<file path="config.mk">
export PLATFORM = sky130hd
export DESIGN_NAME = utc_timestamp_to_epoch_parser_unit_flat
export DESIGN_NICKNAME = d
export VERILOG_FILES = /design/src/rtl/core/utcep_pkg.sv /design/src/rtl/core/utcep_ifs.sv /design/src/rtl/core/utc_timestamp_to_epoch_parser_unit.sv /design/src/rtl/core/utcep_front.sv /design/src/rtl/core/utcep_queue.sv /design/src/rtl/core/utcep_back.sv /design/src/flat_wrapper.sv
export SDC_FILE = /design/constraint.sdc
export NUM_CORES = 2
export LEC_CHECK = 0
export BUFFER_PORTS_ARGS = -buffer_cell sky130_fd_sc_hd__buf_2
export CORE_ASPECT_RATIO = 0.75
export CORE_MARGIN = 10
export CORE_UTILIZATION = 44
export CTS_BUF_LIST = sky130_fd_sc_hd__clkbuf_16
export DETAILED_ROUTE_END_ITERATION = 16
export PLACE_DENSITY = 0.58
export SLEW_MARGIN = 20
export SYNTH_ARGS = -nofsm -noshare
export SYNTH_HDL_FRONTEND = slang
export SYNTH_SLANG_ARGS = --single-unit
</file>
<file path="constraint.sdc">
create_clock -name clk -period 9.7 [get_ports clk]
set_input_delay 0.485 -clock clk [delete_from_list [all_inputs] [get_ports clk]]
set_output_delay 0.485 -clock clk [all_outputs]
set_load 0.1 [all_outputs]
</file>
<file path="src/rtl/core/utcep_pkg.sv">
`timescale 1ns / 1ps

package utcep_pkg;

  // Timestamp form: YYYY-MM-DDTHH:MM:SSZ
  localparam int unsigned TS_LEN  = 20;
  localparam int unsigned POS_SAT = 21;
  localparam int unsigned POS_W   = 5;

  localparam logic [POS_W-1:0] POS_DASH_YEAR  = POS_W'(4);
  localparam logic [POS_W-1:0] POS_DASH_MONTH = POS_W'(7);
  localparam logic [POS_W-1:0] POS_TEE        = POS_W'(10);
  localparam logic [POS_W-1:0] POS_COLON_HOUR = POS_W'(13);
  localparam logic [POS_W-1:0] POS_COLON_MIN  = POS_W'(16);
  localparam logic [POS_W-1:0] POS_ZULU       = POS_W'(19);
  localparam logic [POS_W-1:0] POS_LEN        = POS_W'(TS_LEN);
  localparam logic [POS_W-1:0] POS_MAX        = POS_W'(POS_SAT);

  localparam logic [7:0] CHAR_DASH  = 8'h2D;
  localparam logic [7:0] CHAR_TEE   = 8'h54;
  localparam logic [7:0] CHAR_COLON = 8'h3A;
  localparam logic [7:0] CHAR_ZULU  = 8'h5A;
  localparam logic [7:0] CHAR_ZERO  = 8'h30;
  localparam logic [7:0] CHAR_NINE  = 8'h39;

  localparam int unsigned YEAR_W  = 14;
  localparam int unsigned FIELD_W = 7;
  localparam int unsigned EPOCH_W = 39;

  localparam logic [YEAR_W-1:0]  YEAR_MAX   = YEAR_W'(9999);
  localparam logic [FIELD_W-1:0] HOUR_MAX   = FIELD_W'(23);
  localparam logic [FIELD_W-1:0] MINSEC_MAX = FIELD_W'(59);
  localparam logic [FIELD_W-1:0] MONTH_FEB  = FIELD_W'(2);
  localparam logic [FIELD_W-1:0] MONTH_DEC  = FIELD_W'(12);

  // Reciprocal of 25 scaled by 2^15; exact floor for numerators below 2600.
  localparam int unsigned RECIP25   = 1311;
  localparam int unsigned RECIP_SH  = 15;
  localparam int unsigned ERA_OFS   = 400;
  localparam int unsigned DAYS_ERA  = 146097;
  // 719468 days from 0000-03-01 to the epoch, plus the one-era offset.
  localparam int unsigned EPOCH_OFS = 865565;

  localparam int unsigned QUEUE_DEPTH = 2;
  localparam int unsigned QPTR_W      = $clog2(QUEUE_DEPTH);
  localparam int unsigned QCNT_W      = $clog2(QUEUE_DEPTH + 1);

  typedef struct packed {
    logic [YEAR_W-1:0]  year;
    logic [FIELD_W-1:0] month;
    logic [FIELD_W-1:0] day;
    logic [FIELD_W-1:0] hour;
    logic [FIELD_W-1:0] minute;
    logic [FIELD_W-1:0] second;
    logic               form_ok;
  } job_t;

  // Queue status seen by the two sides.
  typedef struct packed {
    logic full;
    logic empty;
  } q_status_t;

  // Days from March 1 to the first day of the month (March-based year).
  function automatic logic [8:0] month_offset(input logic [FIELD_W-1:0] m);
    logic [8:0] r;
    unique case (m)
      FIELD_W'(1):  r = 9'd306;
      FIELD_W'(2):  r = 9'd337;
      FIELD_W'(3):  r = 9'd0;
      FIELD_W'(4):  r = 9'd31;
      FIELD_W'(5):  r = 9'd61;
      FIELD_W'(6):  r = 9'd92;
      FIELD_W'(7):  r = 9'd122;
      FIELD_W'(8):  r = 9'd153;
      FIELD_W'(9):  r = 9'd184;
      FIELD_W'(10): r = 9'd214;
      FIELD_W'(11): r = 9'd245;
      FIELD_W'(12): r = 9'd275;
      default:      r = 9'd0;
    endcase
    return r;
  endfunction

  function automatic logic [4:0] month_len(input logic [FIELD_W-1:0] m, input logic leap);
    logic [4:0] r;
    unique case (m)
      FIELD_W'(2):  r = leap ? 5'd29 : 5'd28;
      FIELD_W'(4),
      FIELD_W'(6),
      FIELD_W'(9),
      FIELD_W'(11): r = 5'd30;
      default:      r = 5'd31;
    endcase
    return r;
  endfunction

endpackage

</file>
<file path="src/rtl/core/utcep_ifs.sv">
`timescale 1ns / 1ps

interface utcep_in_if;
  logic       valid;
  logic       ready;
  logic [7:0] char_code;
  logic       is_last;

  modport source(output valid, output char_code, output is_last, input ready);
  modport sink(input valid, input char_code, input is_last, output ready);
endinterface

interface utcep_out_if;
  logic                                valid;
  logic                                ready;
  logic                                valid_res;
  logic signed [utcep_pkg::EPOCH_W-1:0] epoch_seconds;

  modport source(output valid, output valid_res, output epoch_seconds, input ready);
  modport sink(input valid, input valid_res, input epoch_seconds, output ready);
endinterface

</file>
<file path="src/rtl/core/utc_timestamp_to_epoch_parser_unit.sv">
`timescale 1ns / 1ps

// Channel  | Dir | Payload                                  | Transfer
// in_ch    | in  | char_code[7:0], is_last                  | valid && ready
// out_ch   | out | valid_res, epoch_seconds[38:0] (signed)  | valid && ready
//
// The parser takes one character per cycle; ready drops only while the
// two-entry request queue holds two finished timestamps.
// Each timestamp request goes through the conversion sequencer (pop, five
// arithmetic steps, output load) before the next is popped, which sets the sustained rate.
// A result waits in the output register while the parser keeps accepting.
// Reset is synchronous and active low; it clears the parser, queue and sequencer.
module utc_timestamp_to_epoch_parser_unit (
  input  logic         clk,
  input  logic         rst_n,
  utcep_in_if.sink     in_ch,
  utcep_out_if.source  out_ch
);

  utcep_pkg::q_status_t q_status;
  utcep_pkg::job_t      push_job;
  utcep_pkg::job_t      pop_job;
  logic                 push;
  logic                 pop;

  utcep_front u_front (
    .clk      (clk),
    .rst_n    (rst_n),
    .in_ch    (in_ch),
    .q_status (q_status),
    .push     (push),
    .push_job (push_job)
  );

  utcep_queue u_queue (
    .clk      (clk),
    .rst_n    (rst_n),
    .push     (push),
    .push_job (push_job),
    .pop      (pop),
    .pop_job  (pop_job),
    .q_status (q_status)
  );

  utcep_back u_back (
    .clk      (clk),
    .rst_n    (rst_n),
    .q_status (q_status),
    .pop_job  (pop_job),
    .pop      (pop),
    .out_ch   (out_ch)
  );

endmodule

</file>
<file path="src/rtl/core/utcep_front.sv">
`timescale 1ns / 1ps

module utcep_front (
  input  logic                 clk,
  input  logic                 rst_n,
  utcep_in_if.sink             in_ch,
  input  utcep_pkg::q_status_t q_status,
  output logic                 push,
  output utcep_pkg::job_t      push_job
);

  logic [utcep_pkg::POS_W-1:0]   pos_r, pos_nxt, pos_upd;
  logic                          err_r, err_nxt, err_upd;
  logic [utcep_pkg::YEAR_W-1:0]  year_r, year_nxt, year_upd;
  logic [utcep_pkg::FIELD_W-1:0] month_r, month_nxt, month_upd;
  logic [utcep_pkg::FIELD_W-1:0] day_r, day_nxt, day_upd;
  logic [utcep_pkg::FIELD_W-1:0] hour_r, hour_nxt, hour_upd;
  logic [utcep_pkg::FIELD_W-1:0] min_r, min_nxt, min_upd;
  logic [utcep_pkg::FIELD_W-1:0] sec_r, sec_nxt, sec_upd;
  logic                          accept;
  logic                          is_digit;
  logic [3:0]                    dv;
  logic [7:0]                    c;
  logic [utcep_pkg::POS_W-1:0]   p;

  assign in_ch.ready = !q_status.full;
  assign accept      = in_ch.valid && in_ch.ready;
  assign c           = in_ch.char_code;
  assign p           = pos_r;
  assign is_digit    = (c >= utcep_pkg::CHAR_ZERO) && (c <= utcep_pkg::CHAR_NINE);
  assign dv          = is_digit ? 4'(c - utcep_pkg::CHAR_ZERO) : 4'd0;

  always_comb begin
    err_upd   = err_r;
    year_upd  = year_r;
    month_upd = month_r;
    day_upd   = day_r;
    hour_upd  = hour_r;
    min_upd   = min_r;
    sec_upd   = sec_r;
    priority if (p >= utcep_pkg::POS_LEN) begin
      err_upd = 1'b1;
    end else if (p == utcep_pkg::POS_DASH_YEAR || p == utcep_pkg::POS_DASH_MONTH) begin
      if (c != utcep_pkg::CHAR_DASH) err_upd = 1'b1;
    end else if (p == utcep_pkg::POS_TEE) begin
      if (c != utcep_pkg::CHAR_TEE) err_upd = 1'b1;
    end else if (p == utcep_pkg::POS_COLON_HOUR || p == utcep_pkg::POS_COLON_MIN) begin
      if (c != utcep_pkg::CHAR_COLON) err_upd = 1'b1;
    end else if (p == utcep_pkg::POS_ZULU) begin
      if (c != utcep_pkg::CHAR_ZULU) err_upd = 1'b1;
    end else if (!is_digit) begin
      err_upd = 1'b1;
    end else if (p < utcep_pkg::POS_DASH_YEAR) begin
      year_upd = utcep_pkg::YEAR_W'(18'(year_r) * 18'd10 + 18'(dv));
    end else if (p < utcep_pkg::POS_DASH_MONTH) begin
      month_upd = utcep_pkg::FIELD_W'(11'(month_r) * 11'd10 + 11'(dv));
    end else if (p < utcep_pkg::POS_TEE) begin
      day_upd = utcep_pkg::FIELD_W'(11'(day_r) * 11'd10 + 11'(dv));
    end else if (p < utcep_pkg::POS_COLON_HOUR) begin
      hour_upd = utcep_pkg::FIELD_W'(11'(hour_r) * 11'd10 + 11'(dv));
    end else if (p < utcep_pkg::POS_COLON_MIN) begin
      min_upd = utcep_pkg::FIELD_W'(11'(min_r) * 11'd10 + 11'(dv));
    end else begin
      sec_upd = utcep_pkg::FIELD_W'(11'(sec_r) * 11'd10 + 11'(dv));
    end
    pos_upd = (p < utcep_pkg::POS_MAX) ? p + 1'b1 : utcep_pkg::POS_MAX;
  end

  // The last character hands its fields to the queue and clears the parser.
  always_comb begin
    push_job.year    = year_upd;
    push_job.month   = month_upd;
    push_job.day     = day_upd;
    push_job.hour    = hour_upd;
    push_job.minute  = min_upd;
    push_job.second  = sec_upd;
    push_job.form_ok = !err_upd && (pos_upd == utcep_pkg::POS_LEN);
    push             = accept && in_ch.is_last;

    pos_nxt   = pos_r;
    err_nxt   = err_r;
    year_nxt  = year_r;
    month_nxt = month_r;
    day_nxt   = day_r;
    hour_nxt  = hour_r;
    min_nxt   = min_r;
    sec_nxt   = sec_r;
    if (accept) begin
      if (in_ch.is_last) begin
        pos_nxt   = '0;
        err_nxt   = 1'b0;
        year_nxt  = '0;
        month_nxt = '0;
        day_nxt   = '0;
        hour_nxt  = '0;
        min_nxt   = '0;
        sec_nxt   = '0;
      end else begin
        pos_nxt   = pos_upd;
        err_nxt   = err_upd;
        year_nxt  = year_upd;
        month_nxt = month_upd;
        day_nxt   = day_upd;
        hour_nxt  = hour_upd;
        min_nxt   = min_upd;
        sec_nxt   = sec_upd;
      end
    end
  end

  always_ff @(posedge clk) begin
    if (!rst_n) begin
      pos_r   <= '0;
      err_r   <= 1'b0;
      year_r  <= '0;
      month_r <= '0;
      day_r   <= '0;
      hour_r  <= '0;
      min_r   <= '0;
      sec_r   <= '0;
    end else begin
      pos_r   <= pos_nxt;
      err_r   <= err_nxt;
      year_r  <= year_nxt;
      month_r <= month_nxt;
      day_r   <= day_nxt;
      hour_r  <= hour_nxt;
      min_r   <= min_nxt;
      sec_r   <= sec_nxt;
    end
  end

  a_pos_saturates: assert property (@(posedge clk) disable iff (!rst_n)
    pos_r <= utcep_pkg::POS_MAX)
    else $error("character count ran past saturation");

endmodule

</file>
<file path="src/rtl/core/utcep_queue.sv">
`timescale 1ns / 1ps

module utcep_queue (
  input  logic                 clk,
  input  logic                 rst_n,
  input  logic                 push,
  input  utcep_pkg::job_t      push_job,
  input  logic                 pop,
  output utcep_pkg::job_t      pop_job,
  output utcep_pkg::q_status_t q_status
);

  utcep_pkg::job_t                   mem_r [utcep_pkg::QUEUE_DEPTH];
  logic [utcep_pkg::QPTR_W-1:0]      wr_ptr_r, wr_ptr_nxt;
  logic [utcep_pkg::QPTR_W-1:0]      rd_ptr_r, rd_ptr_nxt;
  logic [utcep_pkg::QCNT_W-1:0]      count_r, count_nxt;
  logic                              do_push, do_pop;

  assign q_status.full  = (count_r == utcep_pkg::QCNT_W'(utcep_pkg::QUEUE_DEPTH));
  assign q_status.empty = (count_r == '0);
  assign do_push        = push && !q_status.full;
  assign do_pop         = pop && !q_status.empty;
  assign pop_job        = mem_r[rd_ptr_r];

  function automatic logic [utcep_pkg::QPTR_W-1:0] ptr_inc(
      input logic [utcep_pkg::QPTR_W-1:0] ptr);
    logic [utcep_pkg::QPTR_W-1:0] r;
    if (ptr == utcep_pkg::QPTR_W'(utcep_pkg::QUEUE_DEPTH - 1)) r = '0;
    else r = ptr + 1'b1;
    return r;
  endfunction

  always_comb begin
    wr_ptr_nxt = do_push ? ptr_inc(wr_ptr_r) : wr_ptr_r;
    rd_ptr_nxt = do_pop ? ptr_inc(rd_ptr_r) : rd_ptr_r;
    count_nxt  = count_r;
    if (do_push && !do_pop) count_nxt = count_r + 1'b1;
    else if (do_pop && !do_push) count_nxt = count_r - 1'b1;
  end

  always_ff @(posedge clk) begin
    if (!rst_n) begin
      wr_ptr_r <= '0;
      rd_ptr_r <= '0;
      count_r  <= '0;
    end else begin
      wr_ptr_r <= wr_ptr_nxt;
      rd_ptr_r <= rd_ptr_nxt;
      count_r  <= count_nxt;
    end
  end

  always_ff @(posedge clk) begin
    if (do_push) mem_r[wr_ptr_r] <= push_job;
  end

  a_count_bounded: assert property (@(posedge clk) disable iff (!rst_n)
    count_r <= utcep_pkg::QCNT_W'(utcep_pkg::QUEUE_DEPTH))
    else $error("queue count exceeds its depth");

  a_no_lost_push: assert property (@(posedge clk) disable iff (!rst_n)
    push |-> !q_status.full)
    else $error("request pushed into a full queue");

endmodule

</file>
<file path="src/rtl/core/utcep_back.sv">
`timescale 1ns / 1ps

module utcep_back (
  input  logic                 clk,
  input  logic                 rst_n,
  input  utcep_pkg::q_status_t q_status,
  input  utcep_pkg::job_t      pop_job,
  output logic                 pop,
  utcep_out_if.source          out_ch
);

  localparam logic [2:0] ST_IDLE  = 3'd0;
  localparam logic [2:0] ST_RANGE = 3'd1;
  localparam logic [2:0] ST_SPLIT = 3'd2;
  localparam logic [2:0] ST_YEAR  = 3'd3;
  localparam logic [2:0] ST_DAYS  = 3'd4;
  localparam logic [2:0] ST_SECS  = 3'd5;
  localparam logic [2:0] ST_OUT   = 3'd6;

  logic [2:0]  state_r, state_nxt;
  logic        out_valid_r, out_valid_nxt;
  logic        out_ok_r;
  logic signed [utcep_pkg::EPOCH_W-1:0] out_epoch_r;
  logic        load_out;

  utcep_pkg::job_t job_r;
  logic        ok_r;
  logic [14:0] yy_r;
  logic [6:0]  era_r;
  logic [8:0]  q100_r;
  logic [9:0]  doy_r;
  logic [16:0] tod_r;
  logic [8:0]  yoe_r;
  logic [21:0] era_days_r;
  logic [2:0]  yoe_q_r;
  logic [17:0] yoe365_r;
  logic signed [23:0] days_r;
  logic signed [utcep_pkg::EPOCH_W-1:0] secs_r;

  // Range step.
  logic        range_ok;
  logic        early_month;
  logic [14:0] yy;
  logic [21:0] era_prod;
  logic [23:0] q100_prod;
  logic [9:0]  doy;
  logic [16:0] tod;
  // Split step.
  logic [14:0] yoe_full;
  logic [13:0] r100;
  logic        leap;
  logic        day_ok;
  // Year step.
  logic [17:0] yoe_q_prod;

  assign early_month = job_r.month <= utcep_pkg::MONTH_FEB;
  assign range_ok = job_r.form_ok
      && job_r.hour <= utcep_pkg::HOUR_MAX
      && job_r.minute <= utcep_pkg::MINSEC_MAX
      && job_r.second <= utcep_pkg::MINSEC_MAX
      && job_r.year <= utcep_pkg::YEAR_MAX
      && job_r.month != '0 && job_r.month <= utcep_pkg::MONTH_DEC
      && job_r.day != '0;
  assign yy = 15'(job_r.year) + 15'(utcep_pkg::ERA_OFS) - 15'(early_month);
  // Division by 400 and 100 as a shift followed by a reciprocal multiply for 25.
  assign era_prod  = 22'(yy[14:4]) * 22'(utcep_pkg::RECIP25);
  assign q100_prod = 24'(job_r.year[13:2]) * 24'(utcep_pkg::RECIP25);
  assign doy = 10'(utcep_pkg::month_offset(job_r.month)) + 10'(job_r.day) - 10'd1;
  assign tod = 17'(job_r.hour) * 17'd3600 + 17'(job_r.minute) * 17'd60
      + 17'(job_r.second);

  assign yoe_full = yy_r - 15'(era_r) * 15'd400;
  assign r100     = job_r.year - 14'(q100_r) * 14'd100;
  // A century year is a leap year only when its century count is a multiple of four.
  assign leap = (job_r.year[1:0] == 2'b00 && r100 != '0)
      || (r100 == '0 && q100_r[1:0] == 2'b00);
  assign day_ok = job_r.day <= 7'(utcep_pkg::month_len(job_r.month, leap));

  assign yoe_q_prod = 18'(yoe_r[8:2]) * 18'(utcep_pkg::RECIP25);

  assign pop      = (state_r == ST_IDLE) && !q_status.empty;
  assign load_out = (state_r == ST_OUT) && (!out_valid_r || out_ch.ready);

  always_comb begin
    state_nxt = state_r;
    unique case (state_r)
      ST_IDLE:  if (!q_status.empty) state_nxt = ST_RANGE;
      ST_RANGE: state_nxt = ST_SPLIT;
      ST_SPLIT: state_nxt = ST_YEAR;
      ST_YEAR:  state_nxt = ST_DAYS;
      ST_DAYS:  state_nxt = ST_SECS;
      ST_SECS:  state_nxt = ST_OUT;
      ST_OUT:   if (load_out) state_nxt = ST_IDLE;
      default:  state_nxt = ST_IDLE;
    endcase
  end

  always_comb begin
    out_valid_nxt = out_valid_r;
    if (load_out) out_valid_nxt = 1'b1;
    else if (out_ch.ready) out_valid_nxt = 1'b0;
  end

  always_ff @(posedge clk) begin
    if (!rst_n) begin
      state_r     <= ST_IDLE;
      out_valid_r <= 1'b0;
    end else begin
      state_r     <= state_nxt;
      out_valid_r <= out_valid_nxt;
    end
  end

  always_ff @(posedge clk) begin
    if (pop) job_r <= pop_job;
    if (state_r == ST_RANGE) begin
      ok_r   <= range_ok;
      yy_r   <= yy;
      era_r  <= era_prod[utcep_pkg::RECIP_SH +: 7];
      q100_r <= q100_prod[utcep_pkg::RECIP_SH +: 9];
      doy_r  <= doy;
      tod_r  <= tod;
    end
    if (state_r == ST_SPLIT) begin
      ok_r       <= ok_r && day_ok;
      yoe_r      <= yoe_full[8:0];
      era_days_r <= 22'(era_r) * 22'(utcep_pkg::DAYS_ERA);
    end
    if (state_r == ST_YEAR) begin
      yoe_q_r  <= yoe_q_prod[utcep_pkg::RECIP_SH +: 3];
      yoe365_r <= 18'(yoe_r) * 18'd365;
    end
    if (state_r == ST_DAYS) begin
      days_r <= $signed(24'(era_days_r) + 24'(yoe365_r) + 24'(yoe_r[8:2])
          - 24'(yoe_q_r) + 24'(doy_r) - 24'(utcep_pkg::EPOCH_OFS));
    end
    if (state_r == ST_SECS) begin
      secs_r <= utcep_pkg::EPOCH_W'(days_r) * $signed(utcep_pkg::EPOCH_W'(86400))
          + $signed(utcep_pkg::EPOCH_W'(tod_r));
    end
    if (load_out) begin
      out_ok_r    <= ok_r;
      out_epoch_r <= ok_r ? secs_r : '0;
    end
  end

  assign out_ch.valid         = out_valid_r;
  assign out_ch.valid_res     = out_ok_r;
  assign out_ch.epoch_seconds = out_epoch_r;

  a_invalid_is_zero: assert property (@(posedge clk) disable iff (!rst_n)
    out_valid_r && !out_ok_r |-> out_epoch_r == '0)
    else $error("rejected timestamp carries nonzero seconds");

  a_pop_when_idle: assert property (@(posedge clk) disable iff (!rst_n)
    pop |-> state_r == ST_IDLE && !q_status.empty)
    else $error("queue popped while a conversion is in flight");

endmodule
</file>
<file path="src/flat_wrapper.sv">
// flat-port wrapper written by rule: the top's interface ports become plain ports
module utc_timestamp_to_epoch_parser_unit_flat 
  (clk, rst_n, in_ch_valid, in_ch_char_code, in_ch_is_last, in_ch_ready, out_ch_valid, out_ch_valid_res, out_ch_epoch_seconds, out_ch_ready);
  utcep_in_if in_ch_i ();
  utcep_out_if out_ch_i ();
  input  logic clk;
  input  logic rst_n;
  input wire logic [$bits(in_ch_i.valid)-1:0] in_ch_valid;
  input wire logic [$bits(in_ch_i.char_code)-1:0] in_ch_char_code;
  input wire logic [$bits(in_ch_i.is_last)-1:0] in_ch_is_last;
  output wire logic [$bits(in_ch_i.ready)-1:0] in_ch_ready;
  output wire logic [$bits(out_ch_i.valid)-1:0] out_ch_valid;
  output wire logic [$bits(out_ch_i.valid_res)-1:0] out_ch_valid_res;
  output wire logic [$bits(out_ch_i.epoch_seconds)-1:0] out_ch_epoch_seconds;
  input wire logic [$bits(out_ch_i.ready)-1:0] out_ch_ready;
  assign in_ch_i.valid = in_ch_valid;
  assign in_ch_i.char_code = in_ch_char_code;
  assign in_ch_i.is_last = in_ch_is_last;
  assign in_ch_ready = in_ch_i.ready;
  assign out_ch_valid = out_ch_i.valid;
  assign out_ch_valid_res = out_ch_i.valid_res;
  assign out_ch_epoch_seconds = out_ch_i.epoch_seconds;
  assign out_ch_i.ready = out_ch_ready;
  utc_timestamp_to_epoch_parser_unit u_core (.clk(clk), .rst_n(rst_n), .in_ch(in_ch_i), .out_ch(out_ch_i));
endmodule
</file>
==> results.md <==
* Synthesis warning total at 0
* Post-DR vias/cell at 4.97
* Final Routed Wirelength at 72.2 mm
* Die Area at 0.0981 mm²
* Slew Viols, Final at 0
* Hpwl dp at 56.4 mm
* Critical Path RT at 10.04 ns
* Final Hold Fails at 0
* Post-DRT Antenna Nets at 0
* Worst Setup End Kind: flip-flop
* Gr usage total at 15.0%
* DR iter-0 viols at roughly 1,000
* Async S/R FF share, synth at 0%
* Area growth, synth to finish at 8.83%
* Number of global-route vias before repair at 23,600
* GPL Wtd Cong at 0.837
* Post-DR wirelength/cell at between 15 and 20 µm
* Global-route wire length before repair at 122 mm
* Status: completed
* Placed cells at 4,652
* TritonCTS clock tree: done
* Initial core utilization at 44.6%
* Synth top area share at 28.4%
* Hold WS at approximately 0.23 ns
* Die Y-Extent at 274 µm
* Avg Inst Size Synth at ~11 µm²
* Cell mode on critical path: a21oi_1
* Post-synth cell types at 81
* H-Tree Depth at 2
* Deepest clock path buffer count at 3
* Drt pass-1 iters at 5
* Worst-path fanout max at 15
* Mapped cell area at 0.0378 mm²
* Via count at 23,500
* Post-synthesis cell count at 3,500
* Layout cell share with drive strength beyond 1 at 7.32%
* Initial antenna violation count at 1
* Non-filler cells, final at around 4,700
* Maxcap violations at 0
* Commonest non-fill, non-tap cell in the layout: ha_1
* Slew @ Worst Pin at just over 1 ns
* HP Class: in2reg
* Chip width at 358 µm
* Slew margin rel. at between 30% and 40%
* CTS Hold Buffers Added at 0
* Worst-Skew Late Latency at about 0.61 ns
* Root Buffer: clkbuf_16
* Max incr delay on CP at 0.61 ns
* Buffers added on ports at 54
* Post_cts resized at 0
* ANT cells at 0
* Synth Register Bits at 420
* Syn Nets at 4,460
* EDFF count, synth at 357
* Post-layout util at 48.6%
* Max Freq at 116 MHz
* Top post-synthesis cells by area: edfxtp_1 (28%), ha_1 (23%), fa_1 (14%)
* Worst Path Class, Setup: reg2reg
* Largest net degree at the start of global routing at between 50 and 60
* Overflow after GRT at 0
* Total Neg Setup Slack at 0 ns
* Row count at 92
* Slowest-stage cell, CP: fa_1
* I/O pin count at 55
* Data arrival, critical path at 8.98 ns
* Core area at roughly 0.085 mm²
* Minimum clock period at 8.64 ns
* Setup Buffers After CTS at 0
* Number of nets in the layout at about 4,500
* Post-synthesis sequential area ratio at 31.7%
* Clk slew on worst S/H paths at 0.07 ns
* Final Cycle Share at 89.1%
* Final setup skew at 0.0206 ns
* Worst Setup Start Kind: flip-flop
* Ys flop type: edfxtp_1
* Number of remaining DRC errors at 0
* Clk sinks at 420
* Post-synth top area cell: edfxtp_1
* Most frequent cells in the layout: ha_1 (685), inv_1 (681), edfxtp_1 (357)
* Total CTS buffers at 46
* Endpoints failing setup at 0
* RSZ-0062 raised after global routing: no
[worst max-delay path: cells and delay by family, from the launching register on]
kind,cells,cell delay (ns)
DFF,1,0.57
buffers and inverters,5,0.50
and+or+nand+nor,7,0.93
xor gates and xnor gates,2,0.54
AOI/OAI and AO/OA,12,2.53
adders and majority gates,9,3.30
[sequential cells by signal, summed over array words and instances (netlist names), 9 cells and up]
| signal | cells |
|---|---|
| u_core.u_queue.mem_r | 100 |
| u_core.u_back.job_r | 50 |
| u_core.u_back.out_ch.epoch_seconds | 39 |
| u_core.u_back.secs_r | 39 |
| u_core.u_back.days_r | 24 |
| u_core.u_back.era_days_r | 22 |
| u_core.u_back.yoe365_r | 18 |
| u_core.u_back.tod_r | 17 |
| u_core.u_front.year_r | 14 |
| u_core.u_back.doy_r | 10 |
| u_core.u_back.yoe_r | 9 |
| u_core.u_back.yy_r | 9 |
[area by class of cell]
type	count	area [µm²]
clock inverter	35	424
multi-input combinational	2349	23100
timing repair buffer	75	428
fill	7783	43500
inverter	680	2550
tap	1128	1410
clock buffer	47	1180
sequential	420	12000
[synthesized netlist by cell type (7+ instances only)]
library cell and n:
nand3_1 35, fa_1 262, xnor2_1 173, ha_1 685, nor4_1 14, a31oi_1 13, dfxtp_1 63, xor2_1 58
o21a_1 24, nor3_1 49, o21bai_1 31, a21boi_0 10, a21oi_1 146, a21o_1 53, mux2_2 73, or2_2 9
nor3b_1 10, clkbuf_1 45, a211oi_1 10, nand4_1 8, nor2b_1 31, or3_1 15, and2_1 53, nor2_1 161
nand2_1 109, o21ai_0 100, and3_1 13, nand2b_1 25, inv_1 679, nand3b_1 8, edfxtp_1 357, a22oi_1 43
o2111ai_1 7
[per-layer routing]
layer | vias to the layer above | share of wire, % | global-route usage, %
met1 | 11100 | 52 | 21.9
met4 | 2 | 1.5 | 2.84
met5 | - | 0.018 | 0
li1 | 12100 | - | -
met3 | 68 | 3.6 | 2.22
met2 | 287 | 43 | 23.3
[final timing paths]
| kind | from | to | slack, ns | depth (start not counted) |
|---|---|---|---|---|
| worst max-delay path | u_core.u_back.job_r[32] | u_core.u_back.era_r[6] | 1.06 | 35 |
| worst min-delay path | rst_n | u_core.u_front.year_r[12] | 0.23 | 2 |
| worst max register to register | u_core.u_back.job_r[32] | u_core.u_back.era_r[6] | 1.06 | 35 |
| worst min register to register | u_core.u_back.yy_r[3] | u_core.u_back.yoe_r[3] | 0.42 | 0 |
[logic make-up after synthesis]
| kind of cell | count (synthesis) | synth area share [%] |
|---|---|---|
| mux | 76 | 2.26 |
| xor+xnor | 231 | 5.36 |
| compound gates | 522 | 9.02 |
| buf+inv | 731 | 7.26 |
| fa+ha+maj | 947 | 36.6 |
| flops | 420 | 31.7 |
| simple gates | 573 | 7.81 |
[per-stage QoR]
stage | worst slack (ns) | cell area (µm²)
floorplan | 1.84 | 37800
global placement | 1.22 | 39500
detailed placement | 1.04 | 39500
CTS | 0.991 | 41100
global route | 0.275 | 41100
finish | 1.06 | 41100
Power is not shown: default switching activity piles up to over one toggle a cycle in this logic, so the estimate is an artifact.
